### config.mk
export PLATFORM = sky130hd
export DESIGN_NAME = pointer_ballistics_flat
export DESIGN_NICKNAME = d
export VERILOG_FILES = /design/src/hdl/pb_pkg.sv /design/src/hdl/pb_if.sv /design/src/hdl/pb_lane.sv /design/src/hdl/pb_merge.sv /design/src/hdl/pointer_ballistics.sv /design/src/flat_wrapper.sv
export SDC_FILE = /design/constraint.sdc
export NUM_CORES = 2
export LEC_CHECK = 0
export ABC_CLOCK_PERIOD_IN_PS = 21100
export BUFFER_PORTS_ARGS = -buffer_cell sky130_fd_sc_hd__buf_2
export CAP_MARGIN = 40
export CORE_ASPECT_RATIO = 0.9
export CORE_UTILIZATION = 25
export CTS_BUF_LIST = sky130_fd_sc_hd__clkbuf_2 sky130_fd_sc_hd__clkbuf_4 sky130_fd_sc_hd__clkbuf_8
export CTS_CLUSTER_DIAMETER = 40
export DETAILED_ROUTE_END_ITERATION = 6
export PLACE_DENSITY = 0.43
export RECOVER_POWER = 25
export SYNTH_ARGS = -nofsm -noshare
export SYNTH_HDL_FRONTEND = slang
export SYNTH_SLANG_ARGS = --single-unit
export TNS_END_PERCENT = 100
### constraint.sdc
create_clock -name i_clk -period 21.1 [get_ports i_clk]
set_clock_uncertainty 0.1 [all_clocks]
set_input_delay 3.165 -clock i_clk [delete_from_list [all_inputs] [get_ports i_clk]]
set_output_delay 3.165 -clock i_clk [all_outputs]
set_load 0.01 [all_outputs]
### src/hdl/pb_pkg.sv
// Shared types, widths and constants of the pointer ballistics block.
`default_nettype none
package pb_pkg;

    localparam int REG_W     = 11;
    localparam int MOVE_W    = 9;
    localparam int FRAC_W    = 16;
    localparam int ACCEL_W   = 10;
    localparam int INTEN_W   = 10;
    localparam int GAIN_W    = REG_W + ACCEL_W;
    localparam int SHIFT_W   = 21;
    localparam int APPLIED_W = 16;
    localparam int QUO_W     = 13;
    localparam int CFG_IDX_W = 3;

    typedef enum logic [CFG_IDX_W-1:0] {
        CFG_SENS      = 3'd0,
        CFG_SCREEN_W  = 3'd1,
        CFG_SCREEN_H  = 3'd2,
        CFG_CURSOR_W  = 3'd3,
        CFG_CURSOR_H  = 3'd4
    } t_cfg_idx;

    localparam logic [REG_W-1:0] RST_SENS     = 11'd563;
    localparam logic [REG_W-1:0] RST_SCREEN_W = 11'd800;
    localparam logic [REG_W-1:0] RST_SCREEN_H = 11'd600;
    localparam logic [REG_W-1:0] RST_CURSOR_W = 11'd16;
    localparam logic [REG_W-1:0] RST_CURSOR_H = 11'd16;

    localparam logic [INTEN_W-1:0] INTEN_FAST = 10'd12;
    localparam logic [INTEN_W-1:0] INTEN_HIGH = 10'd8;
    localparam logic [INTEN_W-1:0] INTEN_MID  = 10'd4;
    localparam logic [INTEN_W-1:0] INTEN_LOW  = 10'd2;

    localparam logic [ACCEL_W-1:0] ACCEL_FAST = 10'd563;
    localparam logic [ACCEL_W-1:0] ACCEL_HIGH = 10'd461;
    localparam logic [ACCEL_W-1:0] ACCEL_MID  = 10'd384;
    localparam logic [ACCEL_W-1:0] ACCEL_LOW  = 10'd307;
    localparam logic [ACCEL_W-1:0] ACCEL_UNIT = 10'd256;

    typedef struct packed {
        logic                        done;
        logic signed [APPLIED_W-1:0] applied;
    } t_lane_res;

    function automatic logic [ACCEL_W-1:0] accel_of(input logic [INTEN_W-1:0] inten);
        logic [ACCEL_W-1:0] a;
        priority if (inten > INTEN_FAST) a = ACCEL_FAST;
        else if (inten > INTEN_HIGH)     a = ACCEL_HIGH;
        else if (inten > INTEN_MID)      a = ACCEL_MID;
        else if (inten > INTEN_LOW)      a = ACCEL_LOW;
        else                             a = ACCEL_UNIT;
        return a;
    endfunction

endpackage
`default_nettype wire

### src/hdl/pb_if.sv
// Channel interfaces: movement words in, cursor words out, register writes.
`default_nettype none
interface pb_move_if import pb_pkg::*; ();
    logic                     valid;
    logic                     ready;
    logic signed [MOVE_W-1:0] move_x;
    logic signed [MOVE_W-1:0] move_y;
    modport source (output valid, output move_x, output move_y, input ready);
    modport sink   (input valid, input move_x, input move_y, output ready);
endinterface

interface pb_cursor_if import pb_pkg::*; ();
    logic             valid;
    logic             ready;
    logic [REG_W-1:0] cursor_x;
    logic [REG_W-1:0] cursor_y;
    modport source (output valid, output cursor_x, output cursor_y, input ready);
    modport sink   (input valid, input cursor_x, input cursor_y, output ready);
endinterface

interface pb_cfg_if import pb_pkg::*; ();
    logic                 valid;
    logic                 ready;
    logic [CFG_IDX_W-1:0] index;
    logic [REG_W-1:0]     data;
    modport source (output valid, output index, output data, input ready);
    modport sink   (input valid, input index, input data, output ready);
endinterface
`default_nettype wire

### src/hdl/pb_lane.sv
// One axis lane: remainder accumulate, gain multiply, serial remainder divide.
`default_nettype none
module pb_lane
    import pb_pkg::*;
(
    input  wire logic                     i_clk,
    input  wire logic                     i_rst_n,
    input  wire logic                     i_start,
    input  wire logic signed [MOVE_W-1:0] i_d,
    input  wire logic [GAIN_W-1:0]        i_gain,
    output t_lane_res                     o_res
);

    localparam int PROD_W = FRAC_W + GAIN_W + 1;
    localparam int CNT_W  = $clog2(QUO_W);

    typedef enum logic [3:0] {
        L_IDLE  = 4'b0001,
        L_MUL   = 4'b0010,
        L_SPLIT = 4'b0100,
        L_DIV   = 4'b1000
    } t_lane_state;

    t_lane_state                 r_state, n_state;
    logic signed [FRAC_W-1:0]    r_frac, n_frac;
    logic signed [FRAC_W-1:0]    r_acc, n_acc;
    logic signed [PROD_W-1:0]    r_prod, n_prod;
    logic                        r_neg, n_neg;
    logic [GAIN_W-1:0]           r_part, n_part;
    logic [QUO_W-1:0]            r_dvd, n_dvd;
    logic [QUO_W-1:0]            r_quo, n_quo;
    logic [CNT_W-1:0]            r_cnt, n_cnt;
    t_lane_res                   r_res, n_res;

    logic signed [MOVE_W+4:0]    w_d32;
    logic signed [FRAC_W:0]      w_sum;
    logic signed [FRAC_W-1:0]    w_sat;
    logic signed [GAIN_W:0]      w_gain_s;
    logic [PROD_W-1:0]           w_mag;
    logic [APPLIED_W-1:0]        w_app_mag;
    logic [GAIN_W:0]             w_trial;
    logic [GAIN_W:0]             w_diff;
    logic                        w_ge;
    logic [QUO_W-1:0]            w_quo;

    assign w_d32    = {i_d, 5'b0};
    assign w_sum    = (FRAC_W+1)'(r_frac) + (FRAC_W+1)'(w_d32);
    assign w_sat    = (w_sum[FRAC_W] != w_sum[FRAC_W-1])
                    ? {w_sum[FRAC_W], {(FRAC_W-1){~w_sum[FRAC_W]}}}
                    : w_sum[FRAC_W-1:0];
    assign w_gain_s = {1'b0, i_gain};
    assign w_mag    = r_prod[PROD_W-1] ? PROD_W'(-r_prod) : PROD_W'(r_prod);
    assign w_app_mag = w_mag[SHIFT_W+APPLIED_W-1:SHIFT_W];
    assign w_trial  = {r_part, r_dvd[QUO_W-1]};
    assign w_diff   = w_trial - {1'b0, i_gain};
    assign w_ge     = (w_trial >= {1'b0, i_gain});
    assign w_quo    = {r_quo[QUO_W-2:0], w_ge};

    always_comb begin
        n_state = r_state;
        n_frac  = r_frac;
        n_acc   = r_acc;
        n_prod  = r_prod;
        n_neg   = r_neg;
        n_part  = r_part;
        n_dvd   = r_dvd;
        n_quo   = r_quo;
        n_cnt   = r_cnt;
        n_res   = r_res;
        n_res.done = 1'b0;
        unique case (r_state)
            L_IDLE: begin
                if (i_start) begin
                    n_acc   = w_sat;
                    n_state = L_MUL;
                end
            end
            L_MUL: begin
                n_prod  = r_acc * w_gain_s;
                n_state = L_SPLIT;
            end
            L_SPLIT: begin
                if (i_gain == '0) begin
                    n_frac      = r_acc;
                    n_res.done  = 1'b1;
                    n_res.applied = '0;
                    n_state     = L_IDLE;
                end else begin
                    n_neg  = r_prod[PROD_W-1];
                    n_res.applied = r_prod[PROD_W-1] ? APPLIED_W'(-w_app_mag)
                                                     : APPLIED_W'(w_app_mag);
                    n_part = GAIN_W'(w_mag[SHIFT_W-1:QUO_W]);
                    n_dvd  = w_mag[QUO_W-1:0];
                    n_quo  = '0;
                    n_cnt  = '0;
                    n_state = L_DIV;
                end
            end
            L_DIV: begin
                n_part = w_ge ? w_diff[GAIN_W-1:0] : w_trial[GAIN_W-1:0];
                n_dvd  = {r_dvd[QUO_W-2:0], 1'b0};
                n_quo  = w_quo;
                n_cnt  = r_cnt + 1'b1;
                if (r_cnt == CNT_W'(QUO_W-1)) begin
                    n_frac     = r_neg ? -FRAC_W'(w_quo) : FRAC_W'(w_quo);
                    n_res.done = 1'b1;
                    n_state    = L_IDLE;
                end
            end
            default: n_state = L_IDLE;
        endcase
    end

    always_ff @(posedge i_clk) begin
        if (!i_rst_n) begin
            r_state    <= L_IDLE;
            r_frac     <= '0;
            r_res.done <= 1'b0;
        end else begin
            r_state    <= n_state;
            r_frac     <= n_frac;
            r_res.done <= n_res.done;
        end
        r_res.applied <= n_res.applied;
        r_acc  <= n_acc;
        r_prod <= n_prod;
        r_neg  <= n_neg;
        r_part <= n_part;
        r_dvd  <= n_dvd;
        r_quo  <= n_quo;
        r_cnt  <= n_cnt;
    end

    assign o_res = r_res;

    a_part_below_gain: assert property (@(posedge i_clk) disable iff (!i_rst_n)
        (r_state == L_DIV) |-> (r_part < i_gain))
        else $error("partial remainder not below divisor");

    a_div_len: assert property (@(posedge i_clk) disable iff (!i_rst_n)
        (r_state == L_DIV) |-> (r_cnt <= CNT_W'(QUO_W-1)))
        else $error("divide ran past its last step");

endmodule
`default_nettype wire

### src/hdl/pb_merge.sv
// Merges the two lane moves into the cursor position and clamps it to the screen.
`default_nettype none
module pb_merge
    import pb_pkg::*;
#(
    parameter int COORD_BITS = 11
) (
    input  wire logic                  i_clk,
    input  wire logic                  i_rst_n,
    input  wire t_lane_res             i_res_x,
    input  wire t_lane_res             i_res_y,
    input  wire logic [REG_W-1:0]      i_screen_w,
    input  wire logic [REG_W-1:0]      i_screen_h,
    input  wire logic [REG_W-1:0]      i_cursor_w,
    input  wire logic [REG_W-1:0]      i_cursor_h,
    output logic [COORD_BITS-1:0]      o_pos_x,
    output logic [COORD_BITS-1:0]      o_pos_y
);

    localparam int SUM_W = COORD_BITS + APPLIED_W + 1;

    logic [COORD_BITS-1:0]   r_pos_x, n_pos_x;
    logic [COORD_BITS-1:0]   r_pos_y, n_pos_y;
    logic [REG_W:0]          w_dif_x, w_dif_y;
    logic [REG_W-1:0]        w_lim_x, w_lim_y;
    logic signed [SUM_W-1:0] w_sum_x, w_sum_y;
    logic signed [SUM_W-1:0] w_clp_x, w_clp_y;

    assign w_dif_x = {1'b0, i_screen_w} - {1'b0, i_cursor_w};
    assign w_dif_y = {1'b0, i_screen_h} - {1'b0, i_cursor_h};
    assign w_lim_x = w_dif_x[REG_W] ? '0 : w_dif_x[REG_W-1:0];
    assign w_lim_y = w_dif_y[REG_W] ? '0 : w_dif_y[REG_W-1:0];

    // x moves with the mouse, y against it (mouse up is screen up)
    assign w_sum_x = $signed(SUM_W'(r_pos_x)) + SUM_W'(i_res_x.applied);
    assign w_sum_y = $signed(SUM_W'(r_pos_y)) - SUM_W'(i_res_y.applied);

    always_comb begin
        priority if (w_sum_x < 0)                          w_clp_x = '0;
        else if (w_sum_x > $signed(SUM_W'(w_lim_x)))       w_clp_x = SUM_W'(w_lim_x);
        else                                               w_clp_x = w_sum_x;
        priority if (w_sum_y < 0)                          w_clp_y = '0;
        else if (w_sum_y > $signed(SUM_W'(w_lim_y)))       w_clp_y = SUM_W'(w_lim_y);
        else                                               w_clp_y = w_sum_y;
        n_pos_x = i_res_x.done ? w_clp_x[COORD_BITS-1:0] : r_pos_x;
        n_pos_y = i_res_y.done ? w_clp_y[COORD_BITS-1:0] : r_pos_y;
    end

    always_ff @(posedge i_clk) begin
        if (!i_rst_n) begin
            r_pos_x <= COORD_BITS'(400);
            r_pos_y <= COORD_BITS'(300);
        end else begin
            r_pos_x <= n_pos_x;
            r_pos_y <= n_pos_y;
        end
    end

    assign o_pos_x = r_pos_x;
    assign o_pos_y = r_pos_y;

endmodule
`default_nettype wire

### src/hdl/pointer_ballistics.sv
// Top level of the pointer ballistics block: mouse moves in, cursor position out.
//
// i_move carries one mouse movement word (move_x, move_y, signed counts, up
// positive). o_cursor returns one word per movement with the clamped cursor
// position (cursor_x, cursor_y, down positive). i_cfg writes the five
// registers: sensitivity, screen width and height, cursor width and height;
// it is always ready and is meant to be written while the block is idle.
// A nonzero movement takes these steps after acceptance: intensity at
// acceptance, gain and the remainder update, the multiply, the split, the
// bit-serial remainder divider in each axis lane (both lanes run in lockstep),
// the merge/clamp and the load of the output register. A zero movement
// returns the held position. One movement is in flight at a time; the next
// word is accepted once the result loads into the output register, even if
// the receiver has not taken the result.
// When the receiver stalls, the result waits in the output register and the
// next result waits in the merge stage until the register frees.
// Reset puts the cursor at (400, 300), clears both remainders and loads the
// default registers.
`default_nettype none
module pointer_ballistics
    import pb_pkg::*;
#(
    parameter int COORD_BITS = 11
) (
    input  wire logic    i_clk,
    input  wire logic    i_rst_n,
    pb_move_if.sink      i_move,
    pb_cfg_if.sink       i_cfg,
    pb_cursor_if.source  o_cursor
);

    typedef enum logic [2:0] {
        S_IDLE = 3'b001,
        S_RUN  = 3'b010,
        S_POST = 3'b100
    } t_top_state;

    t_top_state            r_state, n_state;
    logic [REG_W-1:0]      r_sens, r_scr_w, r_scr_h, r_cur_w, r_cur_h;
    logic [ACCEL_W-1:0]    r_accel;
    logic [GAIN_W-1:0]     r_gain;
    logic signed [MOVE_W-1:0] r_dx, r_dy;
    logic                  r_start;
    logic                  r_out_valid;
    logic [REG_W-1:0]      r_out_x, r_out_y;

    logic                     w_accept;
    logic                     w_zero;
    logic signed [MOVE_W:0]   w_sx, w_sy;
    logic [MOVE_W-1:0]        w_ax, w_ay, w_max, w_min;
    logic [INTEN_W-1:0]       w_inten;
    logic [ACCEL_W-1:0]       w_accel;
    logic                     w_load;
    t_lane_res                w_res_x, w_res_y;
    logic [COORD_BITS-1:0]    w_pos_x, w_pos_y;

    assign i_move.ready = (r_state == S_IDLE);
    assign i_cfg.ready  = 1'b1;
    assign w_accept     = i_move.valid && i_move.ready;
    assign w_zero       = (i_move.move_x == '0) && (i_move.move_y == '0);

    assign w_sx    = (MOVE_W+1)'(i_move.move_x);
    assign w_sy    = (MOVE_W+1)'(i_move.move_y);
    assign w_ax    = w_sx[MOVE_W] ? MOVE_W'(-w_sx) : MOVE_W'(w_sx);
    assign w_ay    = w_sy[MOVE_W] ? MOVE_W'(-w_sy) : MOVE_W'(w_sy);
    assign w_max   = (w_ax > w_ay) ? w_ax : w_ay;
    assign w_min   = (w_ax > w_ay) ? w_ay : w_ax;
    assign w_inten = INTEN_W'(w_max) + INTEN_W'(w_min >> 1);
    assign w_accel = accel_of(w_inten);

    always_ff @(posedge i_clk) begin
        if (!i_rst_n) begin
            r_sens  <= RST_SENS;
            r_scr_w <= RST_SCREEN_W;
            r_scr_h <= RST_SCREEN_H;
            r_cur_w <= RST_CURSOR_W;
            r_cur_h <= RST_CURSOR_H;
        end else if (i_cfg.valid && i_cfg.ready) begin
            unique case (t_cfg_idx'(i_cfg.index))
                CFG_SENS:     r_sens  <= i_cfg.data;
                CFG_SCREEN_W: r_scr_w <= i_cfg.data;
                CFG_SCREEN_H: r_scr_h <= i_cfg.data;
                CFG_CURSOR_W: r_cur_w <= i_cfg.data;
                CFG_CURSOR_H: r_cur_h <= i_cfg.data;
                default: ;
            endcase
        end
    end

    always_ff @(posedge i_clk) begin
        if (w_accept) begin
            r_accel <= w_accel;
            r_dx    <= i_move.move_x;
            r_dy    <= i_move.move_y;
        end
        // gain lands while the lanes update the remainder
        if (r_start) begin
            r_gain <= GAIN_W'(r_sens) * GAIN_W'(r_accel);
        end
    end

    pb_lane u_lane_x (
        .i_clk   (i_clk),
        .i_rst_n (i_rst_n),
        .i_start (r_start),
        .i_d     (r_dx),
        .i_gain  (r_gain),
        .o_res   (w_res_x)
    );

    pb_lane u_lane_y (
        .i_clk   (i_clk),
        .i_rst_n (i_rst_n),
        .i_start (r_start),
        .i_d     (r_dy),
        .i_gain  (r_gain),
        .o_res   (w_res_y)
    );

    pb_merge #(.COORD_BITS(COORD_BITS)) u_merge (
        .i_clk      (i_clk),
        .i_rst_n    (i_rst_n),
        .i_res_x    (w_res_x),
        .i_res_y    (w_res_y),
        .i_screen_w (r_scr_w),
        .i_screen_h (r_scr_h),
        .i_cursor_w (r_cur_w),
        .i_cursor_h (r_cur_h),
        .o_pos_x    (w_pos_x),
        .o_pos_y    (w_pos_y)
    );

    assign w_load = (r_state == S_POST) && (!r_out_valid || o_cursor.ready);

    always_comb begin
        n_state = r_state;
        unique case (r_state)
            S_IDLE: if (w_accept) n_state = w_zero ? S_POST : S_RUN;
            S_RUN:  if (w_res_x.done) n_state = S_POST;
            S_POST: if (w_load) n_state = S_IDLE;
            default: n_state = S_IDLE;
        endcase
    end

    always_ff @(posedge i_clk) begin
        if (!i_rst_n) begin
            r_state     <= S_IDLE;
            r_start     <= 1'b0;
            r_out_valid <= 1'b0;
        end else begin
            r_state <= n_state;
            r_start <= w_accept && !w_zero;
            if (w_load) begin
                r_out_valid <= 1'b1;
            end else if (o_cursor.ready) begin
                r_out_valid <= 1'b0;
            end
        end
        if (w_load) begin
            r_out_x <= REG_W'(w_pos_x);
            r_out_y <= REG_W'(w_pos_y);
        end
    end

    assign o_cursor.valid    = r_out_valid;
    assign o_cursor.cursor_x = r_out_x;
    assign o_cursor.cursor_y = r_out_y;

    a_lanes_lockstep: assert property (@(posedge i_clk) disable iff (!i_rst_n)
        w_res_x.done == w_res_y.done)
        else $error("axis lanes out of step");

    a_done_in_run: assert property (@(posedge i_clk) disable iff (!i_rst_n)
        w_res_x.done |-> (r_state == S_RUN))
        else $error("lane finished outside a run");

    a_zero_skips: assert property (@(posedge i_clk) disable iff (!i_rst_n)
        (w_accept && w_zero) |=> (r_state == S_POST) && !r_start)
        else $error("zero movement started the lanes");

endmodule
`default_nettype wire
### src/flat_wrapper.sv
// flat-port wrapper written by rule: the top's interface ports become plain ports
module pointer_ballistics_flat import pb_pkg::*;
#(
    parameter int COORD_BITS = 11
)
  (i_clk, i_rst_n, i_move_valid, i_move_move_x, i_move_move_y, i_move_ready, i_cfg_valid, i_cfg_index, i_cfg_data, i_cfg_ready, o_cursor_valid, o_cursor_cursor_x, o_cursor_cursor_y, o_cursor_ready);
  pb_move_if i_move_i ();
  pb_cfg_if i_cfg_i ();
  pb_cursor_if o_cursor_i ();
  input  wire logic i_clk;
  input  wire logic i_rst_n;
  input wire logic [$bits(i_move_i.valid)-1:0] i_move_valid;
  input wire logic [$bits(i_move_i.move_x)-1:0] i_move_move_x;
  input wire logic [$bits(i_move_i.move_y)-1:0] i_move_move_y;
  output wire logic [$bits(i_move_i.ready)-1:0] i_move_ready;
  input wire logic [$bits(i_cfg_i.valid)-1:0] i_cfg_valid;
  input wire logic [$bits(i_cfg_i.index)-1:0] i_cfg_index;
  input wire logic [$bits(i_cfg_i.data)-1:0] i_cfg_data;
  output wire logic [$bits(i_cfg_i.ready)-1:0] i_cfg_ready;
  output wire logic [$bits(o_cursor_i.valid)-1:0] o_cursor_valid;
  output wire logic [$bits(o_cursor_i.cursor_x)-1:0] o_cursor_cursor_x;
  output wire logic [$bits(o_cursor_i.cursor_y)-1:0] o_cursor_cursor_y;
  input wire logic [$bits(o_cursor_i.ready)-1:0] o_cursor_ready;
  assign i_move_i.valid = i_move_valid;
  assign i_move_i.move_x = i_move_move_x;
  assign i_move_i.move_y = i_move_move_y;
  assign i_move_ready = i_move_i.ready;
  assign i_cfg_i.valid = i_cfg_valid;
  assign i_cfg_i.index = i_cfg_index;
  assign i_cfg_i.data = i_cfg_data;
  assign i_cfg_ready = i_cfg_i.ready;
  assign o_cursor_valid = o_cursor_i.valid;
  assign o_cursor_cursor_x = o_cursor_i.cursor_x;
  assign o_cursor_cursor_y = o_cursor_i.cursor_y;
  assign o_cursor_i.ready = o_cursor_ready;
  pointer_ballistics #(.COORD_BITS(COORD_BITS)) u_core (.i_clk(i_clk), .i_rst_n(i_rst_n), .i_move(i_move_i), .i_cfg(i_cfg_i), .o_cursor(o_cursor_i));
endmodule
* Word-level counts from Yosys, hierarchy flattened
Index checks and enable logic that the tools add are counted.
** Word-level totals
- Input bits :: 37
- Register bits :: 437
** Operators by class
- $mul :: 3
- Equal/unequal tests :: 30
- $lt $le $gt $ge :: 11
- Reductions and logical operators :: 31
- Add/sub/neg operators :: 19
- Mux-type cells :: 61
- Bitwise operators :: 3
** Operators by type and width (number)
- two-way mux 16 bit :: 10
- two-way mux 21 bit :: 4
- case mux 21 bit (2 select lines) :: 2
- multiplier 16 x 22 -> 38 bit :: 2
- two-way mux 37 bit :: 2
- negation 37 bit :: 2
- two-way mux 11 bit :: 6
- case mux 16 bit (2 select lines) :: 2
- case mux 13 bit (2 select lines) :: 2
- case mux 12 bit (2 select lines) :: 2
- greater-or-equal comparator 22 x 21 -> 1 bit :: 2
- subtractor 21 bit :: 2
- two-way mux 9 bit :: 4
- adder 16 x 14 -> 17 bit :: 2
- greater-than comparator 17 x 12 -> 1 bit :: 2
- < comparator 17 x 1 -> 1 bit, second input constant :: 2
- negation 13 -> 16 bit :: 2
- negation 16 bit :: 2
- case mux 4 bit (4 select lines) :: 2
- two-way mux 13 bit :: 2
- AND reduction 2 bit :: 13
- subtractor 11 x 11 -> 12 bit :: 2
- logical NOT 21 bit :: 1
- multiplier 11 x 10 -> 21 bit :: 1
- other kinds (37) :: 85

* Longest topological paths before layout
- Depth in word-level cells :: 9
- Mapped depth :: 26
- Gate-level depth less buffers :: 24

* Cells and area by module
From an unflattened synthesis, not the netlist that was laid out.
** Second synthesis, totals
- Cell total of the unflattened synthesis :: 5741
- Area, all modules :: 52344.0 µm²
** Modules (own cells, without submodules)
- pb_lane (u_core.u_lane_x) :: sequential area each 4053.9 µm², area an instance 20016.7 µm², cells an instance 2207, instances 1
- pb_lane (u_core.u_lane_y) :: sequential area each 4053.9 µm², area an instance 19786.5 µm², cells an instance 2160, instances 1
- pointer_ballistics :: sequential area each 3213.1 µm², area an instance 8783.4 µm², cells an instance 877, instances 1
- pb_merge :: sequential area each 440.4 µm², area an instance 3757.4 µm², cells an instance 497, instances 1

* Least setup slack after synthesis
Ideal clock, no wire load.
- Kind :: input to register
- From :: in i_move_move_x[0]
- To :: reg u_core.r_accel[0] (data pin)
- Data required time :: 20.745 ns
- Setup time :: 0.255 ns
- Data arrival time :: 7.688 ns
- Setup slack :: 13.057 ns
- Cell stages on the path :: 23
- Path through :: inv_1 -> ha_1 -> mux2i_1 -> inv_1 -> ha_1 -> nor2b_1 -> o21a_1 -> o21a_1 -> o21a_1 -> o21a_1 -> o21a_1 -> o21a_1 -> o21ai_0 -> a21oi_1 -> clkbuf_1 -> mux2i_1 -> ha_1 -> fa_1 -> a21o_1 -> a21oi_1 -> o211ai_1 -> nand4b_1 -> a21bo_2
** Between the ends
- Longest elaborated chain between the ends :: 8
- Elaborated cells on any way between the ends :: 13
- Those cells by class :: add/sub: 2; order compare: 5; mux: 5; reduce/logical: 1
** Ends and longest elaborated chain
- start, declared :: RTL line flat_wrapper.sv:13 : input wire logic [$bits(i_move_i.move_x)-1:0] i_move_move_x;
- negation 9 bit :: RTL line pointer_ballistics.sv:64 : assign w_ax = w_sx[MOVE_W] ? MOVE_W'(-w_sx) : MOVE_W'(w_sx);
- two-way mux 9 bit * :: RTL line pointer_ballistics.sv:64
- greater-than comparator 9 bit :: RTL line pointer_ballistics.sv:66, pointer_ballistics.sv:67
- two-way mux 9 bit (on tied branches) :: RTL line pointer_ballistics.sv:66, pointer_ballistics.sv:67
- adder 9 x 8 -> 10 bit * :: RTL line pointer_ballistics.sv:68 : assign w_inten = INTEN_W'(w_max) + INTEN_W'(w_min >> 1);
- greater-than comparator 10 x 2 -> 1 bit :: RTL line pb_pkg.sv:51 : else if (inten > INTEN_LOW) a = ACCEL_LOW;
- two-way mux 6 bit :: RTL line pb_pkg.sv:51
- two-way mux 10 bit :: RTL line pb_pkg.sv:50 : else if (inten > INTEN_MID) a = ACCEL_MID;
- end signal, assigned :: RTL line pointer_ballistics.sv:92 : r_accel <= w_accel;
- end, declared :: RTL line pointer_ballistics.sv:40 : logic [ACCEL_W-1:0] r_accel;
Mark *: on every way between the ends. The rest lies on a longest branch, timed or not.
A chain may end at the register's enable or synchronous reset.

* Final worst setup path
- From :: reg u_core.r_gain[0]
- To :: reg u_core.u_lane_x.r_prod[37] (data pin)
** Between the ends
- Longest elaborated chain between the ends :: 1
** Ends and longest elaborated chain
- start, declared :: RTL line pointer_ballistics.sv:41 : logic [GAIN_W-1:0] r_gain;
- start signal, assigned :: RTL line pointer_ballistics.sv:98 : r_gain <= GAIN_W'(r_sens) * GAIN_W'(r_accel);
- multiplier 16 x 22 -> 38 bit :: RTL line pb_lane.sv:79 : n_prod = r_acc * w_gain_s;
- end signal, assigned :: RTL line pb_lane.sv:126 : r_prod <= n_prod;
- end, declared :: RTL line pb_lane.sv:27 : logic signed [PROD_W-1:0] r_prod, n_prod;
Every way passes these cells.

==> flow_summary.json <==
{
  "status": "complete, but fails checks",
  "violations": "capacitance limit, slew limit",
  "syn_to_final_growth_pct": 10.9,
  "maxCapViolCount": 10,
  "worst_pin_slew_ns": 3.19,
  "grt_pass1_wl_mm": 241,
  "num_vias": 39000,
  "htreeDepth": 3,
  "period_minus_slack_ns": 9.13,
  "fin_tns_setup_ns": 0,
  "synth_top_cell_by_area": "fa_1",
  "setup_viol": 0,
  "hold_depth": 2,
  "grt_max_degree": 73,
  "crit_top_cell": "fa_1",
  "gr-usage-all-layers": 0.151,
  "ant_nets": 0,
  "dp_hpwl_mm": 116,
  "avgRoutedWirePerCell_um": 18.4,
  "antenna_found_initial": 18,
  "hold_violations": 0,
  "grt_pass1_vias": 39800,
  "synth-edff-count": 309,
  "routed_wl_mm": 156,
  "route.detailed.drc": 0,
  "cts_tree": "done",
  "grt_overflow": 0,
  "clk_pin_slew_ns": 0.06,
  "end_kind": "register",
  "synth_top_area_share": 0.236,
  "syn_nets": 6825,
  "fin_crit_sh": 0.433,
  "start_kind": "register",
  "syn_area_sq_um": 51500,
  "cts_buffer_depth": 3,
  "rr_worst_depth": 22,
  "gr-usage-met2": 0.233,
  "ys_warn_count": 0,
  "dpl.cell_count": 8314,
  "clockRootBuffer": "clkbuf_8",
  "io_buffers": 60,
  "worstSetupPathType": "reg -> reg",
  "hp-class": "reg -> reg",
  "cts_buffers": 91,
  "yosysSeqAreaShare": 0.228,
  "initial_utilization": 0.252,
  "cts_hold_buf": 0,
  "cts_resized": 0,
  "dr.pass1.iters": 7,
  "nFillCells": 21800,
  "gr-usage-met1": 0.219,
  "max_stage_delay_ns": 1.90,
  "dieArea_sq_um": 208000,
  "crit_arrival_ns": 9.51,
  "gp_congestion": 0.809,
  "drv_slew": 463,
  "synth.distinct_cells": 88,
  "path_cells": "clkbuf_1, nand2b_1, fa_1, fa_1, inv_1, fa_1, fa_1, fa_1, inv_1, fa_1, inv_1, ha_1, nand3_1, a21oi_1, a211oi_1, o211ai_1, a311oi_1, o21ai_0, a211oi_1, o21ai_0, a21oi_1, xnor2_1",
  "use_met3": 0.0201,
  "syn_avg_cell_area_sq_um": 9.04,
  "path_delay_family": "adder cells",
  "synth_seq_cells": 433,
  "rsz0062_at_grt": "false",
  "cp_slowest_cell": "clkbuf_1",
  "dieHeight_um": 433,
  "nets": 6827,
  "relSlewSlack": -1.13,
  "worstPathMaxFanout": 35,
  "vias_per_cell": 4.59,
  "io_pins": 62,
  "busiest_layer": "met2",
  "final_cell_count_no_fill": 8493,
  "synth.area.top_cells": "fa_1 (24%), edfxtp_1 (18%), ha_1 (12%)",
  "async_reset_ff_frac": 0,
  "ys.flop_type": "edfxtp_1",
  "max_freq_mhz": 109,
  "cp_data_required_time_ns": 21.48,
  "postSynthCellCount": 5702,
  "clock_latency_ns": 0.77,
  "fp.dieW_um": 481,
  "worst-path-buf-inv": 4,
  "postCtsSetupBuffers": 0,
  "core_sq_um": 204000,
  "first_iter_violations": 2402,
  "rows": 157,
  "drive_gt1_frac": 0.0626,
  "cp.depth": 22,
  "cts_sinks": 433
}
cell families (layout without fill, tap and decap cells):
group	after synthesis	count (layout)	share of synthesized area
AOI/OAI and AO/OA	851	851	0.105
xor gates and xnor gates	285	285	0.0484
adders and majority gates	1086	1086	0.352
buffers and inverters	1161	1241	0.0851
DFF	433	433	0.228
muxes	49	49	0.00986
other	1	9	0.0000728
and+or+nand+nor	1836	1836	0.171
per-stage QoR:
stage / setup slack, ns / hold slack, ns / cell area (sq um) / util
after floorplan: 13.06 / 0.324 / 51500 / -
after global placement: 12.39 / 0.344 / 55000 / 0.269
after detailed placement: 12.51 / 0.352 / 55000 / 0.270
after CTS: 13.18 / 0.360 / 57200 / 0.280
after global routing: 11.41 / 0.374 / 57100 / 0.280
final: 11.97 / 0.357 / 57200 / 0.280
worst reg2reg max path, stage by stage (launching register included):
cell and delay [ns]:
edfxtp_1 0.33, clkbuf_1 1.90, nand2b_1 0.43, fa_1 0.46, fa_1 0.56, inv_1 0.06
fa_1 0.50, fa_1 0.52, fa_1 0.54, inv_1 0.05, fa_1 0.54, inv_1 0.05
ha_1 0.35, nand3_1 0.16, a21oi_1 0.08, a211oi_1 0.27, o211ai_1 0.18, a311oi_1 0.59
o21ai_0 0.37, a211oi_1 0.41, o21ai_0 0.13, a21oi_1 0.19, xnor2_1 0.10
synthesized netlist by cell type, types with 80 or more instances:
cell and number:
clkbuf_1 224, nand2_1 778, fa_1 607, nor2_1 284
and2_1 349, a21oi_1 270, nand3_1 80, dfxtp_1 124
a21o_1 86, xor2_1 134, edfxtp_1 309, xnor2_1 151
o21ai_0 179, inv_1 917, ha_1 479
cell type report:
| cell class | count | area [sq um] | area share |
|---|---|---|---|
| clock inverter | 50 | 644 | 0.0113 |
| antenna | 8 | 20.0 | 0.000350 |
| multi-input combinational | 4108 | 35400 | 0.619 |
| tap | 2703 | 3380 | 0.0592 |
| sequential | 433 | 11800 | 0.206 |
| inverter | 919 | 3450 | 0.0603 |
| clock buffer | 121 | 1540 | 0.0269 |
| timing repair buffer | 151 | 966 | 0.0169 |
layout by cell type (no fill, tap or decap), drive strengths merged, types with 17 or more instances in the layout:
cell,count
dfxtp,124
a31oi,23
buf,138
a211oi,42
nor4,32
nand2b,30
xor2,134
a21o,86
and3,18
nor3,60
nand3,80
nor2b,43
o31ai,47
clkbuf,133
nand4,35
or3,33
xnor2,151
o21a,30
mux2i,41
edfxtp,309
inv,924
nand2,778
fa,607
ha,479
nor2,285
or4,17
o41ai,22
o211ai,25
a21oi,270
or2,20
and2,350
o21ai,185
clkinv,27
o21bai,20
flip-flops by register name, summed over array words and instances, names as in the netlist, 17 cells and up:
name / count
u_core.r_gain: 21
u_core.u_lane_x.o_res: 17
u_core.u_lane_x.r_part: 21
u_core.u_lane_x.r_prod: 38
u_core.u_lane_y.o_res: 17
u_core.u_lane_y.r_part: 21
u_core.u_lane_y.r_prod: 38
per-layer routing:
metal	up-vias	part of all wire
li1	18600	-
met1	19400	0.49
met2	841	0.44
met3	193	0.048
met4	0	0.024
met5	-	0
worst paths after layout:
path                                          endpoint  slack, ns                            start
hold / removal         u_core.r_cur_w[10]$_SDFFE_PN0P_       0.36  u_core.r_cur_w[10]$_SDFFE_PN0P_
setup / recovery  u_core.u_lane_x.r_prod[37]$_DFFE_PN_      11.97       u_core.r_gain[0]$_DFFE_PP_
setup reg to reg  u_core.u_lane_x.r_prod[37]$_DFFE_PN_      11.97       u_core.r_gain[0]$_DFFE_PP_
hold reg to reg        u_core.r_cur_w[10]$_SDFFE_PN0P_       0.36  u_core.r_cur_w[10]$_SDFFE_PN0P_
Power is not shown: default switching activity piles up to over one toggle a cycle in this logic, so the estimate is an artifact.
